--- config.mk ---
export PLATFORM = sky130hd
export DESIGN_NAME = frame_delta_smoother
export DESIGN_NICKNAME = d
export VERILOG_FILES = /design/src/hdl/fds_pkg.sv /design/src/hdl/fds_ram.sv /design/src/hdl/fds_div.sv /design/src/hdl/frame_delta_smoother.sv
export SDC_FILE = /design/constraint.sdc
export NUM_CORES = 2
export LEC_CHECK = 0
export BUFFER_PORTS_ARGS = -buffer_cell sky130_fd_sc_hd__buf_2
export CELL_PAD_IN_SITES_DETAIL_PLACEMENT = 2
export CELL_PAD_IN_SITES_GLOBAL_PLACEMENT = 2
export CORE_MARGIN = 5
export CORE_UTILIZATION = 39
export DETAILED_ROUTE_END_ITERATION = 6
export GPL_ROUTABILITY_DRIVEN = 0
export PLACE_DENSITY = 0.82
export SLEW_MARGIN = 15
export SYNTH_ARGS = -nofsm -noshare
export SYNTH_HDL_FRONTEND = slang
export SYNTH_HIERARCHICAL = 1
export SYNTH_SLANG_ARGS = --single-unit
--- constraint.sdc ---
create_clock -name i_clk -period 6.8 [get_ports i_clk]
set_input_delay 1.36 -clock i_clk [delete_from_list [all_inputs] [get_ports i_clk]]
set_output_delay 1.36 -clock i_clk [all_outputs]
set_load 0.005 [all_outputs]
--- src/hdl/fds_pkg.sv ---
// Package for the frame delta smoother: widths, constants, register indexes,
// the control state type and the divider request/response structures.
// No dependencies.
`timescale 1ns / 1ps

package fds_pkg;

    // Ring of recent deltas.
    localparam int HIST_DEPTH = 8;
    localparam int POS_W      = (HIST_DEPTH > 1) ? $clog2(HIST_DEPTH) : 1;
    localparam int CNT_W      = $clog2(HIST_DEPTH + 1);

    // Field widths.
    localparam int TS_W     = 40;
    localparam int DELTA_W  = 20;
    localparam int SCALE_W  = 16;
    localparam int SCALED_W = 28;
    localparam int FPS_W    = 24;
    localparam int CFG_W    = 20;
    localparam int CFG_IDX_W = 2;

    // Derived datapath widths.
    localparam int SUM_W    = DELTA_W + ((HIST_DEPTH > 1) ? $clog2(HIST_DEPTH) : 0);
    localparam int TALLY_W  = 16;
    localparam int ELAP_W   = DELTA_W + 1;
    localparam int PROD_W   = DELTA_W + SCALE_W;
    localparam int SCALE_FRAC = 8;
    localparam int USEC_W   = 20;
    localparam int NUM_W    = TALLY_W + USEC_W;
    localparam int FPS_FRAC = 8;

    localparam logic [USEC_W-1:0] US_PER_SEC = USEC_W'(1000000);

    // Shared serial divider.
    localparam int DIV_N  = NUM_W + FPS_FRAC;
    localparam int DIV_D  = ELAP_W;
    localparam int STEP_W = $clog2(DIV_N + 1);

    // Configuration register reset values.
    localparam logic [DELTA_W-1:0] MAX_DELTA_RST  = DELTA_W'(250000);
    localparam logic [DELTA_W-1:0] FPS_WINDOW_RST = DELTA_W'(1000000);
    localparam logic [SCALE_W-1:0] TIME_SCALE_RST = SCALE_W'(256);

    typedef enum logic [CFG_IDX_W-1:0] {
        CFG_MAX_DELTA  = 2'd0,
        CFG_FPS_WINDOW = 2'd1,
        CFG_TIME_SCALE = 2'd2,
        CFG_PAUSED     = 2'd3
    } t_cfg_idx;

    typedef enum logic [3:0] {
        S_IDLE,
        S_DELTA,
        S_SUM,
        S_AVG_GO,
        S_AVG_WAIT,
        S_FPS,
        S_MUL,
        S_FPS_GO,
        S_FPS_WAIT,
        S_DONE
    } t_state;

    typedef struct packed {
        logic              start;
        logic [DIV_N-1:0]  dividend;
        logic [DIV_D-1:0]  divisor;
        logic [STEP_W-1:0] steps;
    } t_div_req;

    typedef struct packed {
        logic             busy;
        logic             done;
        logic [DIV_N-1:0] quotient;
    } t_div_rsp;

endpackage

--- src/hdl/fds_ram.sv ---
// Generic single-write, single-read synchronous RAM with registered read data.
// No dependencies.
`timescale 1ns / 1ps

module fds_ram #(
    parameter int WIDTH = 8,
    parameter int DEPTH = 8
) (
    input  logic                                     i_clk,
    input  logic                                     i_we,
    input  logic [$clog2((DEPTH > 1) ? DEPTH : 2)-1:0] i_waddr,
    input  logic [WIDTH-1:0]                         i_wdata,
    input  logic                                     i_re,
    input  logic [$clog2((DEPTH > 1) ? DEPTH : 2)-1:0] i_raddr,
    output logic [WIDTH-1:0]                         o_rdata
);

    logic [WIDTH-1:0] r_mem [DEPTH];
    logic [WIDTH-1:0] r_rdata;

    always_ff @(posedge i_clk) begin
        if (i_we) begin
            r_mem[i_waddr] <= i_wdata;
        end
        if (i_re) begin
            r_rdata <= r_mem[i_raddr];
        end
    end

    assign o_rdata = r_rdata;

endmodule

--- src/hdl/fds_div.sv ---
// Restoring serial divider, one quotient bit per cycle, with a step count so
// short dividends placed at the top finish early. Depends on fds_pkg.
`timescale 1ns / 1ps

module fds_div (
    input  logic              i_clk,
    input  logic              i_rst_n,
    input  fds_pkg::t_div_req i_req,
    output fds_pkg::t_div_rsp o_rsp
);

    logic                        r_busy;
    logic                        r_done;
    logic                        n_busy;
    logic                        n_done;
    logic [fds_pkg::STEP_W-1:0]  r_cnt;
    logic [fds_pkg::STEP_W-1:0]  n_cnt;
    logic [fds_pkg::DIV_D-1:0]   r_rem;
    logic [fds_pkg::DIV_D-1:0]   n_rem;
    logic [fds_pkg::DIV_N-1:0]   r_quo;
    logic [fds_pkg::DIV_N-1:0]   n_quo;
    logic [fds_pkg::DIV_D-1:0]   r_div;
    logic [fds_pkg::DIV_D-1:0]   n_div;
    logic [fds_pkg::DIV_D:0]     rem_sh;
    logic [fds_pkg::DIV_D+1:0]   trial;
    logic                        fits;

    always_comb begin
        rem_sh = {r_rem, r_quo[fds_pkg::DIV_N-1]};
        trial  = {1'b0, rem_sh} - {2'b00, r_div};
        fits   = !trial[fds_pkg::DIV_D+1];
        n_busy = r_busy;
        n_done = 1'b0;
        n_cnt  = r_cnt;
        n_rem  = r_rem;
        n_quo  = r_quo;
        n_div  = r_div;
        if (i_req.start) begin
            n_busy = 1'b1;
            n_cnt  = i_req.steps;
            n_rem  = '0;
            n_quo  = i_req.dividend;
            n_div  = i_req.divisor;
        end else if (r_busy) begin
            n_rem = fits ? trial[fds_pkg::DIV_D-1:0] : rem_sh[fds_pkg::DIV_D-1:0];
            n_quo = {r_quo[fds_pkg::DIV_N-2:0], fits};
            n_cnt = r_cnt - 1'b1;
            if (r_cnt == fds_pkg::STEP_W'(1)) begin
                n_busy = 1'b0;
                n_done = 1'b1;
            end
        end
    end

    always_ff @(posedge i_clk) begin
        if (!i_rst_n) begin
            r_busy <= 1'b0;
            r_done <= 1'b0;
            r_cnt  <= '0;
        end else begin
            r_busy <= n_busy;
            r_done <= n_done;
            r_cnt  <= n_cnt;
        end
    end

    always_ff @(posedge i_clk) begin
        r_rem <= n_rem;
        r_quo <= n_quo;
        r_div <= n_div;
    end

    assign o_rsp.busy     = r_busy;
    assign o_rsp.done     = r_done;
    assign o_rsp.quotient = r_quo;

endmodule

--- src/hdl/frame_delta_smoother.sv ---
// Top level of the frame delta smoother: control sequencer, delta ring in a
// RAM, running sum, fps counter and output register.
// Depends on fds_pkg, fds_ram and fds_div.
`timescale 1ns / 1ps

// Usage
// Input channel: i_valid / o_ready carries one frame timestamp (us) per item.
// Output channel: o_valid / i_ready carries one result item per input item:
// the scaled and unscaled smoothed delta, the current fps in Q16.8 and a flag
// that marks the frame on which fps was recomputed.
// Configuration: a write at index i_cfg_addr with i_cfg_we high updates one
// register in that cycle; writes are expected only while the block is idle.
// Timing: the time from acceptance to the output register is set by the
// shared one-bit-per-cycle divider: 23 steps for the ring average and, on a
// frame that closes an fps window, 44 steps for the fps ratio, plus the ring
// RAM read and the sequencer states around them.
// Flow: one item at a time; a new item is accepted only once the previous
// result is registered and the sequencer is back in idle.
// The output register holds one finished item, so the next input is taken
// while a result still waits; a stalled receiver holds the block only once a
// second result is ready.
// Reset (synchronous, active low) restores the configuration defaults, clears
// the timestamp history, ring position, running sum and fps counters. Ring
// entries are not cleared; their read data is used only after being written.

module frame_delta_smoother (
    input  logic                          i_clk,
    input  logic                          i_rst_n,
    // Input items.
    input  logic                          i_valid,
    output logic                          o_ready,
    input  logic [fds_pkg::TS_W-1:0]      i_timestamp_us,
    // Result items.
    output logic                          o_valid,
    input  logic                          i_ready,
    output logic [fds_pkg::SCALED_W-1:0]  o_scaled_delta_us,
    output logic [fds_pkg::DELTA_W-1:0]   o_unscaled_delta_us,
    output logic [fds_pkg::FPS_W-1:0]     o_fps_q8,
    output logic                          o_fps_updated,
    // Configuration writes.
    input  logic                          i_cfg_we,
    input  logic [fds_pkg::CFG_IDX_W-1:0] i_cfg_addr,
    input  logic [fds_pkg::CFG_W-1:0]     i_cfg_wdata
);

    fds_pkg::t_state r_state;
    fds_pkg::t_state n_state;

    // Configuration.
    logic [fds_pkg::DELTA_W-1:0] r_max_delta, n_max_delta;
    logic [fds_pkg::DELTA_W-1:0] r_fps_window, n_fps_window;
    logic [fds_pkg::SCALE_W-1:0] r_time_scale, n_time_scale;
    logic                        r_paused, n_paused;

    // Architectural state held in registers.
    logic [fds_pkg::TS_W-1:0]    r_last, n_last;
    logic [fds_pkg::POS_W-1:0]   r_wpos, n_wpos;
    logic                        r_full, n_full;
    logic [fds_pkg::SUM_W-1:0]   r_sum, n_sum;
    logic [fds_pkg::TALLY_W-1:0] r_tally, n_tally;
    logic [fds_pkg::ELAP_W-1:0]  r_elapsed, n_elapsed;
    logic [fds_pkg::FPS_W-1:0]   r_fps, n_fps;

    // Per-item working registers.
    logic [fds_pkg::TS_W-1:0]     r_ts, n_ts;
    logic [fds_pkg::DELTA_W-1:0]  r_delta, n_delta;
    logic [fds_pkg::DELTA_W-1:0]  r_avg, n_avg;
    logic [fds_pkg::SCALED_W-1:0] r_scaled, n_scaled;
    logic [fds_pkg::NUM_W-1:0]    r_num, n_num;
    logic                         r_upd, n_upd;

    // Output register.
    logic                         r_out_valid, n_out_valid;
    logic [fds_pkg::SCALED_W-1:0] r_out_scaled, n_out_scaled;
    logic [fds_pkg::DELTA_W-1:0]  r_out_avg, n_out_avg;
    logic [fds_pkg::FPS_W-1:0]    r_out_fps, n_out_fps;
    logic                         r_out_upd, n_out_upd;

    // Ring RAM access.
    logic                        ram_we;
    logic                        ram_re;
    logic [fds_pkg::DELTA_W-1:0] ram_rdata;

    fds_pkg::t_div_req div_req;
    fds_pkg::t_div_rsp div_rsp;

    // Combinational datapath terms.
    logic [fds_pkg::TS_W:0]      ts_diff;
    logic [fds_pkg::TS_W-1:0]    raw;
    logic [fds_pkg::POS_W-1:0]   pos_next;
    logic [fds_pkg::CNT_W-1:0]   count;
    logic [fds_pkg::ELAP_W-1:0]  elapsed_sum;
    logic [fds_pkg::DELTA_W-1:0] window;
    logic                        trig;
    logic [fds_pkg::PROD_W-1:0]  prod;

    fds_ram #(
        .WIDTH (fds_pkg::DELTA_W),
        .DEPTH (fds_pkg::HIST_DEPTH)
    ) u_ring (
        .i_clk   (i_clk),
        .i_we    (ram_we),
        .i_waddr (r_wpos),
        .i_wdata (r_delta),
        .i_re    (ram_re),
        .i_raddr (r_wpos),
        .o_rdata (ram_rdata)
    );

    fds_div u_div (
        .i_clk   (i_clk),
        .i_rst_n (i_rst_n),
        .i_req   (div_req),
        .o_rsp   (div_rsp)
    );

    // Shared arithmetic terms; each is used in exactly one sequencer state.
    always_comb begin
        ts_diff  = {1'b0, r_ts} - {1'b0, r_last};
        raw      = ts_diff[fds_pkg::TS_W] ? '0 : ts_diff[fds_pkg::TS_W-1:0];
        pos_next = (r_wpos == fds_pkg::POS_W'(fds_pkg::HIST_DEPTH - 1)) ?
                   '0 : r_wpos + 1'b1;
        count    = r_full ? fds_pkg::CNT_W'(fds_pkg::HIST_DEPTH) :
                   fds_pkg::CNT_W'(r_wpos);
        elapsed_sum = r_elapsed + fds_pkg::ELAP_W'(r_avg);
        window   = (r_fps_window == '0) ? fds_pkg::DELTA_W'(1) : r_fps_window;
        trig     = elapsed_sum >= fds_pkg::ELAP_W'(window);
        prod     = fds_pkg::PROD_W'(r_avg) * fds_pkg::PROD_W'(r_time_scale);
    end

    // Sequencer: next state, datapath updates and configuration writes.
    always_comb begin
        n_state      = r_state;
        n_max_delta  = r_max_delta;
        n_fps_window = r_fps_window;
        n_time_scale = r_time_scale;
        n_paused     = r_paused;
        n_last       = r_last;
        n_wpos       = r_wpos;
        n_full       = r_full;
        n_sum        = r_sum;
        n_tally      = r_tally;
        n_elapsed    = r_elapsed;
        n_fps        = r_fps;
        n_ts         = r_ts;
        n_delta      = r_delta;
        n_avg        = r_avg;
        n_scaled     = r_scaled;
        n_num        = r_num;
        n_upd        = r_upd;
        n_out_valid  = r_out_valid;
        n_out_scaled = r_out_scaled;
        n_out_avg    = r_out_avg;
        n_out_fps    = r_out_fps;
        n_out_upd    = r_out_upd;
        ram_we       = 1'b0;
        ram_re       = 1'b0;
        div_req      = '0;

        if (i_ready) begin
            n_out_valid = 1'b0;
        end

        unique case (r_state)
            fds_pkg::S_IDLE: begin
                // The old ring entry at the write position is fetched now so
                // it is ready when the running sum is updated.
                if (i_valid) begin
                    n_ts    = i_timestamp_us;
                    ram_re  = 1'b1;
                    n_state = fds_pkg::S_DELTA;
                end
            end
            fds_pkg::S_DELTA: begin
                // Backward timestamps give zero; the clamp caps the rest.
                n_delta = (raw > fds_pkg::TS_W'(r_max_delta)) ?
                          r_max_delta : raw[fds_pkg::DELTA_W-1:0];
                n_last  = r_ts;
                n_state = fds_pkg::S_SUM;
            end
            fds_pkg::S_SUM: begin
                ram_we = 1'b1;
                n_sum  = r_sum - (r_full ? fds_pkg::SUM_W'(ram_rdata) : '0)
                         + fds_pkg::SUM_W'(r_delta);
                n_wpos = pos_next;
                if (pos_next == '0) begin
                    n_full = 1'b1;
                end
                n_state = fds_pkg::S_AVG_GO;
            end
            fds_pkg::S_AVG_GO: begin
                // The sum goes to the top of the dividend so that only its
                // own width of steps is needed.
                div_req.start    = 1'b1;
                div_req.dividend = {r_sum, {(fds_pkg::DIV_N - fds_pkg::SUM_W){1'b0}}};
                div_req.divisor  = fds_pkg::DIV_D'(count);
                div_req.steps    = fds_pkg::STEP_W'(fds_pkg::SUM_W);
                n_state          = fds_pkg::S_AVG_WAIT;
            end
            fds_pkg::S_AVG_WAIT: begin
                if (div_rsp.done) begin
                    n_avg   = div_rsp.quotient[fds_pkg::DELTA_W-1:0];
                    n_state = fds_pkg::S_FPS;
                end
            end
            fds_pkg::S_FPS: begin
                if (r_tally != '1) begin
                    n_tally = r_tally + 1'b1;
                end
                n_elapsed = elapsed_sum;
                n_upd     = trig;
                n_scaled  = r_paused ? '0 :
                            prod[fds_pkg::SCALE_FRAC +: fds_pkg::SCALED_W];
                n_state   = trig ? fds_pkg::S_MUL : fds_pkg::S_DONE;
            end
            fds_pkg::S_MUL: begin
                n_num   = fds_pkg::NUM_W'(r_tally) * fds_pkg::NUM_W'(fds_pkg::US_PER_SEC);
                n_state = fds_pkg::S_FPS_GO;
            end
            fds_pkg::S_FPS_GO: begin
                div_req.start    = 1'b1;
                div_req.dividend = {r_num, {fds_pkg::FPS_FRAC{1'b0}}};
                div_req.divisor  = r_elapsed;
                div_req.steps    = fds_pkg::STEP_W'(fds_pkg::DIV_N);
                n_state          = fds_pkg::S_FPS_WAIT;
            end
            fds_pkg::S_FPS_WAIT: begin
                if (div_rsp.done) begin
                    n_fps = (|div_rsp.quotient[fds_pkg::DIV_N-1:fds_pkg::FPS_W]) ?
                            '1 : div_rsp.quotient[fds_pkg::FPS_W-1:0];
                    n_tally   = '0;
                    n_elapsed = '0;
                    n_state   = fds_pkg::S_DONE;
                end
            end
            fds_pkg::S_DONE: begin
                if (!r_out_valid || i_ready) begin
                    n_out_valid  = 1'b1;
                    n_out_scaled = r_scaled;
                    n_out_avg    = r_avg;
                    n_out_fps    = r_fps;
                    n_out_upd    = r_upd;
                    n_state      = fds_pkg::S_IDLE;
                end
            end
            default: begin
                n_state = fds_pkg::S_IDLE;
            end
        endcase

        if (i_cfg_we) begin
            unique case (fds_pkg::t_cfg_idx'(i_cfg_addr))
                fds_pkg::CFG_MAX_DELTA:  n_max_delta  = i_cfg_wdata[fds_pkg::DELTA_W-1:0];
                fds_pkg::CFG_FPS_WINDOW: n_fps_window = i_cfg_wdata[fds_pkg::DELTA_W-1:0];
                fds_pkg::CFG_TIME_SCALE: n_time_scale = i_cfg_wdata[fds_pkg::SCALE_W-1:0];
                fds_pkg::CFG_PAUSED:     n_paused     = i_cfg_wdata[0];
            endcase
        end
    end

    always_ff @(posedge i_clk) begin
        if (!i_rst_n) begin
            r_state <= fds_pkg::S_IDLE;
        end else begin
            r_state <= n_state;
        end
    end

    always_ff @(posedge i_clk) begin
        if (!i_rst_n) begin
            r_max_delta  <= fds_pkg::MAX_DELTA_RST;
            r_fps_window <= fds_pkg::FPS_WINDOW_RST;
            r_time_scale <= fds_pkg::TIME_SCALE_RST;
            r_paused     <= 1'b0;
            r_last       <= '0;
            r_wpos       <= '0;
            r_full       <= 1'b0;
            r_sum        <= '0;
            r_tally      <= '0;
            r_elapsed    <= '0;
            r_fps        <= '0;
            r_out_valid  <= 1'b0;
        end else begin
            r_max_delta  <= n_max_delta;
            r_fps_window <= n_fps_window;
            r_time_scale <= n_time_scale;
            r_paused     <= n_paused;
            r_last       <= n_last;
            r_wpos       <= n_wpos;
            r_full       <= n_full;
            r_sum        <= n_sum;
            r_tally      <= n_tally;
            r_elapsed    <= n_elapsed;
            r_fps        <= n_fps;
            r_out_valid  <= n_out_valid;
        end
    end

    always_ff @(posedge i_clk) begin
        r_ts         <= n_ts;
        r_delta      <= n_delta;
        r_avg        <= n_avg;
        r_scaled     <= n_scaled;
        r_num        <= n_num;
        r_upd        <= n_upd;
        r_out_scaled <= n_out_scaled;
        r_out_avg    <= n_out_avg;
        r_out_fps    <= n_out_fps;
        r_out_upd    <= n_out_upd;
    end

    assign o_ready             = (r_state == fds_pkg::S_IDLE);
    assign o_valid             = r_out_valid;
    assign o_scaled_delta_us   = r_out_scaled;
    assign o_unscaled_delta_us = r_out_avg;
    assign o_fps_q8            = r_out_fps;
    assign o_fps_updated       = r_out_upd;

    // The divider is never left running when a new item may enter.
    a_idle_div_free: assert property (@(posedge i_clk) disable iff (!i_rst_n)
        o_ready |-> !div_rsp.busy)
        else $error("divider busy while accepting items");

    // A divider result only arrives in a state that consumes it.
    a_done_consumed: assert property (@(posedge i_clk) disable iff (!i_rst_n)
        div_rsp.done |-> (r_state == fds_pkg::S_AVG_WAIT ||
                          r_state == fds_pkg::S_FPS_WAIT))
        else $error("divider result arrived outside a wait state");

    // The output register is only loaded from the final sequencer state.
    a_out_load: assert property (@(posedge i_clk) disable iff (!i_rst_n)
        $rose(r_out_valid) |-> $past(r_state == fds_pkg::S_DONE))
        else $error("output loaded outside the done state");

    // Closing an fps window clears both counters.
    a_window_clear: assert property (@(posedge i_clk) disable iff (!i_rst_n)
        (r_state == fds_pkg::S_FPS_WAIT && div_rsp.done)
        |=> (r_tally == '0 && r_elapsed == '0))
        else $error("fps counters not cleared after update");

endmodule
==> results.md <==
* Met3 Resource Use GR at 3.643%
* Max_cap viols at 0
* R2R depth at 24
* Worst IR drop on VDD at 0.1820 mV
* FF-to-FF Start: r_avg[13]
* GRT Total Usage at 25.36%
* Sw Pwr at 4.266 mW
* Initial antenna violation count at 5
* Post-Place Cells at 5934
* RSZ-0062 raised after global routing: yes
* Slowest-stage cell, CP: edfxtp_1
* CTS Buffer Depth at 3
* Reg power frac at 37.5%
* Die span in y at 354.7 um
* Data arrival time of the critical path at 7.42 ns
* Final Skew at 0.04545 ns
* Initial Utilization at 39.25%
* Pwr Density at 241.7 mW/mm^2
* Slew headroom at 28.42%
* Via density at 5.657
* Fill count at 11.92k
* Clock latency on the worst-skew pair at 0.70 ns
* Hold Crit Class: flip-flop to flip-flop
* DPL Wire Length at 115500 um
* FMAX at 142.8 MHz
* CP peak stage delay at 0.62 ns
* Clk pwr share at 35.6%
* Min Tclk post-route at 7.002 ns
* Die area at 0.1258 sq mm
* Vias at 34.76k
* Final core utilization at 44.97%
* Hold Slack at 0.4192 ns
* End of the critical path: r_scaled[24]
* Final Hold Fails at 0
* CP top delay family: adder cells
* I/O Buffers at 141
* Std cell rows at 126
* FF-to-FF End: r_scaled[24]
* Placed Instance Area at 0.04928 sq mm
* CP Class: flip-flop to flip-flop
* Tightest Pin Transition at 1.070 ns
* Combinational share of power at 26.8%
* Largest net degree at the start of global routing at 149
* Area Growth Syn to Fin at 14.56%
* Crit-path cells: nand2_1 -> fa_1 -> fa_1 -> fa_1 -> inv_2 -> fa_1 -> fa_1 -> inv_2 -> fa_1 -> inv_2 -> ha_4 -> a21o_1 -> a21o_1 -> o21a_1 -> o21a_1 -> nor3_2 -> buf_4 -> o31ai_4 -> a221oi_4 -> buf_4 -> nor2b_4 -> a21oi_2 -> xor2_1 -> nor2_1
* TritonCTS Sinks at 676
* # IOs at 142
* YS warnings at 6
* Final Setup Violations at 26
* DRT Pass-1 Iters at 5
* Failing checks: setup timing
* Beginning of the critical path: r_avg[13]
* Crit path depth at 24
* Syn Area/Cell at 10.78 sq um
* CP Launch Type: flip-flop
* Met2 Usage GRT at 45.86%
* Status: finished, violations left
* Non-filler instance count after layout at 6145
* Post-Route WL at 170600 um
* DRT antenna net count at 0
* Final worst path period share at 103.0%
* CTS tree: yes
* Final Max Slew Viols at 0
* Design area at 0.05310 sq mm
* Die width at 354.7 um
* Hold_buf cts at 0
* Pwr Total at 12.83 mW
* First-pass GRT wire length at 246500 um
* Worst-path clk slew at 0.07 ns
* 1st-iter DRT viols at 2557
* Routed len/inst at 27.75 um
* Buffers & Inverters on Critical Path at 5
* Leak at 22.69 nW
* Core ar. at 0.1181 sq mm
* Total grt overflow at 0
* Seq. cell area at 0.01812 sq mm
* Crit path max fanout at 5
* WP data required at 7.22 ns
* Sw frac at 33.24%
* Internal power at 8.569 mW
* Clock root buffer: clkbuf_16
* Netlist Area Pre-Place at 0.04635 sq mm
* Multi-input gate area at 0.02567 sq mm
* Vias in the first global route at 39.80k
* Most used cell, CP: fa_1
* Num CTS Buffers at 82
* Critical path capture point type: flip-flop
* Share of cells above drive strength 1 at 15.05%
* Setup WS post-layout at -0.2023 ns
* GR met1 Demand/Resource at 30.15%
* # H-tree levels at 3
* Syn Inst Count at 4301
* R2R setup slack at -0.20 ns
* DRC viols at 0
* # nets final at 5304
* Grt peak-use layer: met2
layout make-up:
class	instances	share of cell area, %
clock inverters	42	0.8954
clock buffers	110	4.197
inverters	611	4.319
flip-flops and latches	676	34.12
multi-input cells	2845	48.34
well taps	1536	3.619
diodes	3	0.01414
repair buffers	322	4.489
sequential cells by signal (all words and copies together), names as in the netlist, 21 cells and up:
register / flops
u_div/r_quo: 44
r_last: 40
u_div/r_div: 21
r_elapsed: 21
r_scaled: 28
r_num: 30
o_scaled_delta_us: 28
r_ts: 40
u_div/r_rem: 21
r_sum: 23
r_fps: 24
o_fps_q8: 24
u_ring/r_mem: 160
how the worst min path moves through the flow:
stage                                 end  slack, ns  cells past startpoint         start
global route         o_scaled_delta_us[5]       0.42                      0   r_scaled[5]
detailed placement   o_scaled_delta_us[6]       0.41                      0   r_scaled[6]
CTS                  o_scaled_delta_us[6]       0.42                      0   r_scaled[6]
floorplan                   o_fps_updated       0.40                      0         r_upd
global placement    o_scaled_delta_us[22]       0.40                      0  r_scaled[22]
finish               o_scaled_delta_us[4]       0.42                      0   r_scaled[4]
what timing repair did:
item | CTS | global route
cloned | 5 | 1
resized for setup | 48 | 73
setup endpoints to repair | 28 | 32
pin swaps | 30 | 49
setup buffers | 29 | 21
power by group through the flow:
stage / sequential [mW] / clock, mW / combinational (mW)
2_1_floorplan: 4.79 / 0 / 2.20
3_3_place_gp: 4.87 / 0 / 2.80
3_5_place_dp: 4.89 / 0 / 3.05
4_1_cts: 4.81 / 4.63 / 3.19
5_1_grt: 4.84 / 4.82 / 3.70
6_report: 4.82 / 4.57 / 3.44
routing by layer:
metal,routed length (um),vias up,share of wire [%]
li1,-,15040,-
met1,67240,18120,39
met2,86660,1146,51
met3,7781,458,4.6
met4,8835,4,5.2
met5,27,-,0.016
layout by cell type, fill, tap and decap left out, types with 21 or more instances in the layout:
master and n:
xnor2_1 98, clkbuf_16 84, and2_1 208, fa_1 318, nor3_1 36, o211ai_1 28, nand4_1 23, mux2i_1 21
o21a_1 24, ha_1 357, mux4_1 40, nand2b_1 27, inv_1 596, buf_4 151, dfxtp_1 211, buf_2 140
nand3_1 70, nand2_1 493, xor2_1 48, nor2_1 160, clkbuf_1 22, mux2_2 65, o221a_2 24, a21boi_0 112
o21ai_0 76, a22o_1 29, a21o_1 55, edfxtp_1 457, a21oi_1 151
through the flow:
stage | setup WS [ns] | TNS [ns]
finish | -0.2023 | -3.660
global route | -0.4136 | -7.480
CTS | 0.002506 | 0
detailed placement | -0.4494 | -1.941
global placement | -0.05592 | -0.05698
floorplan | 0.03846 | 0
No activity file was read; power rests on OpenSTA's default activity.
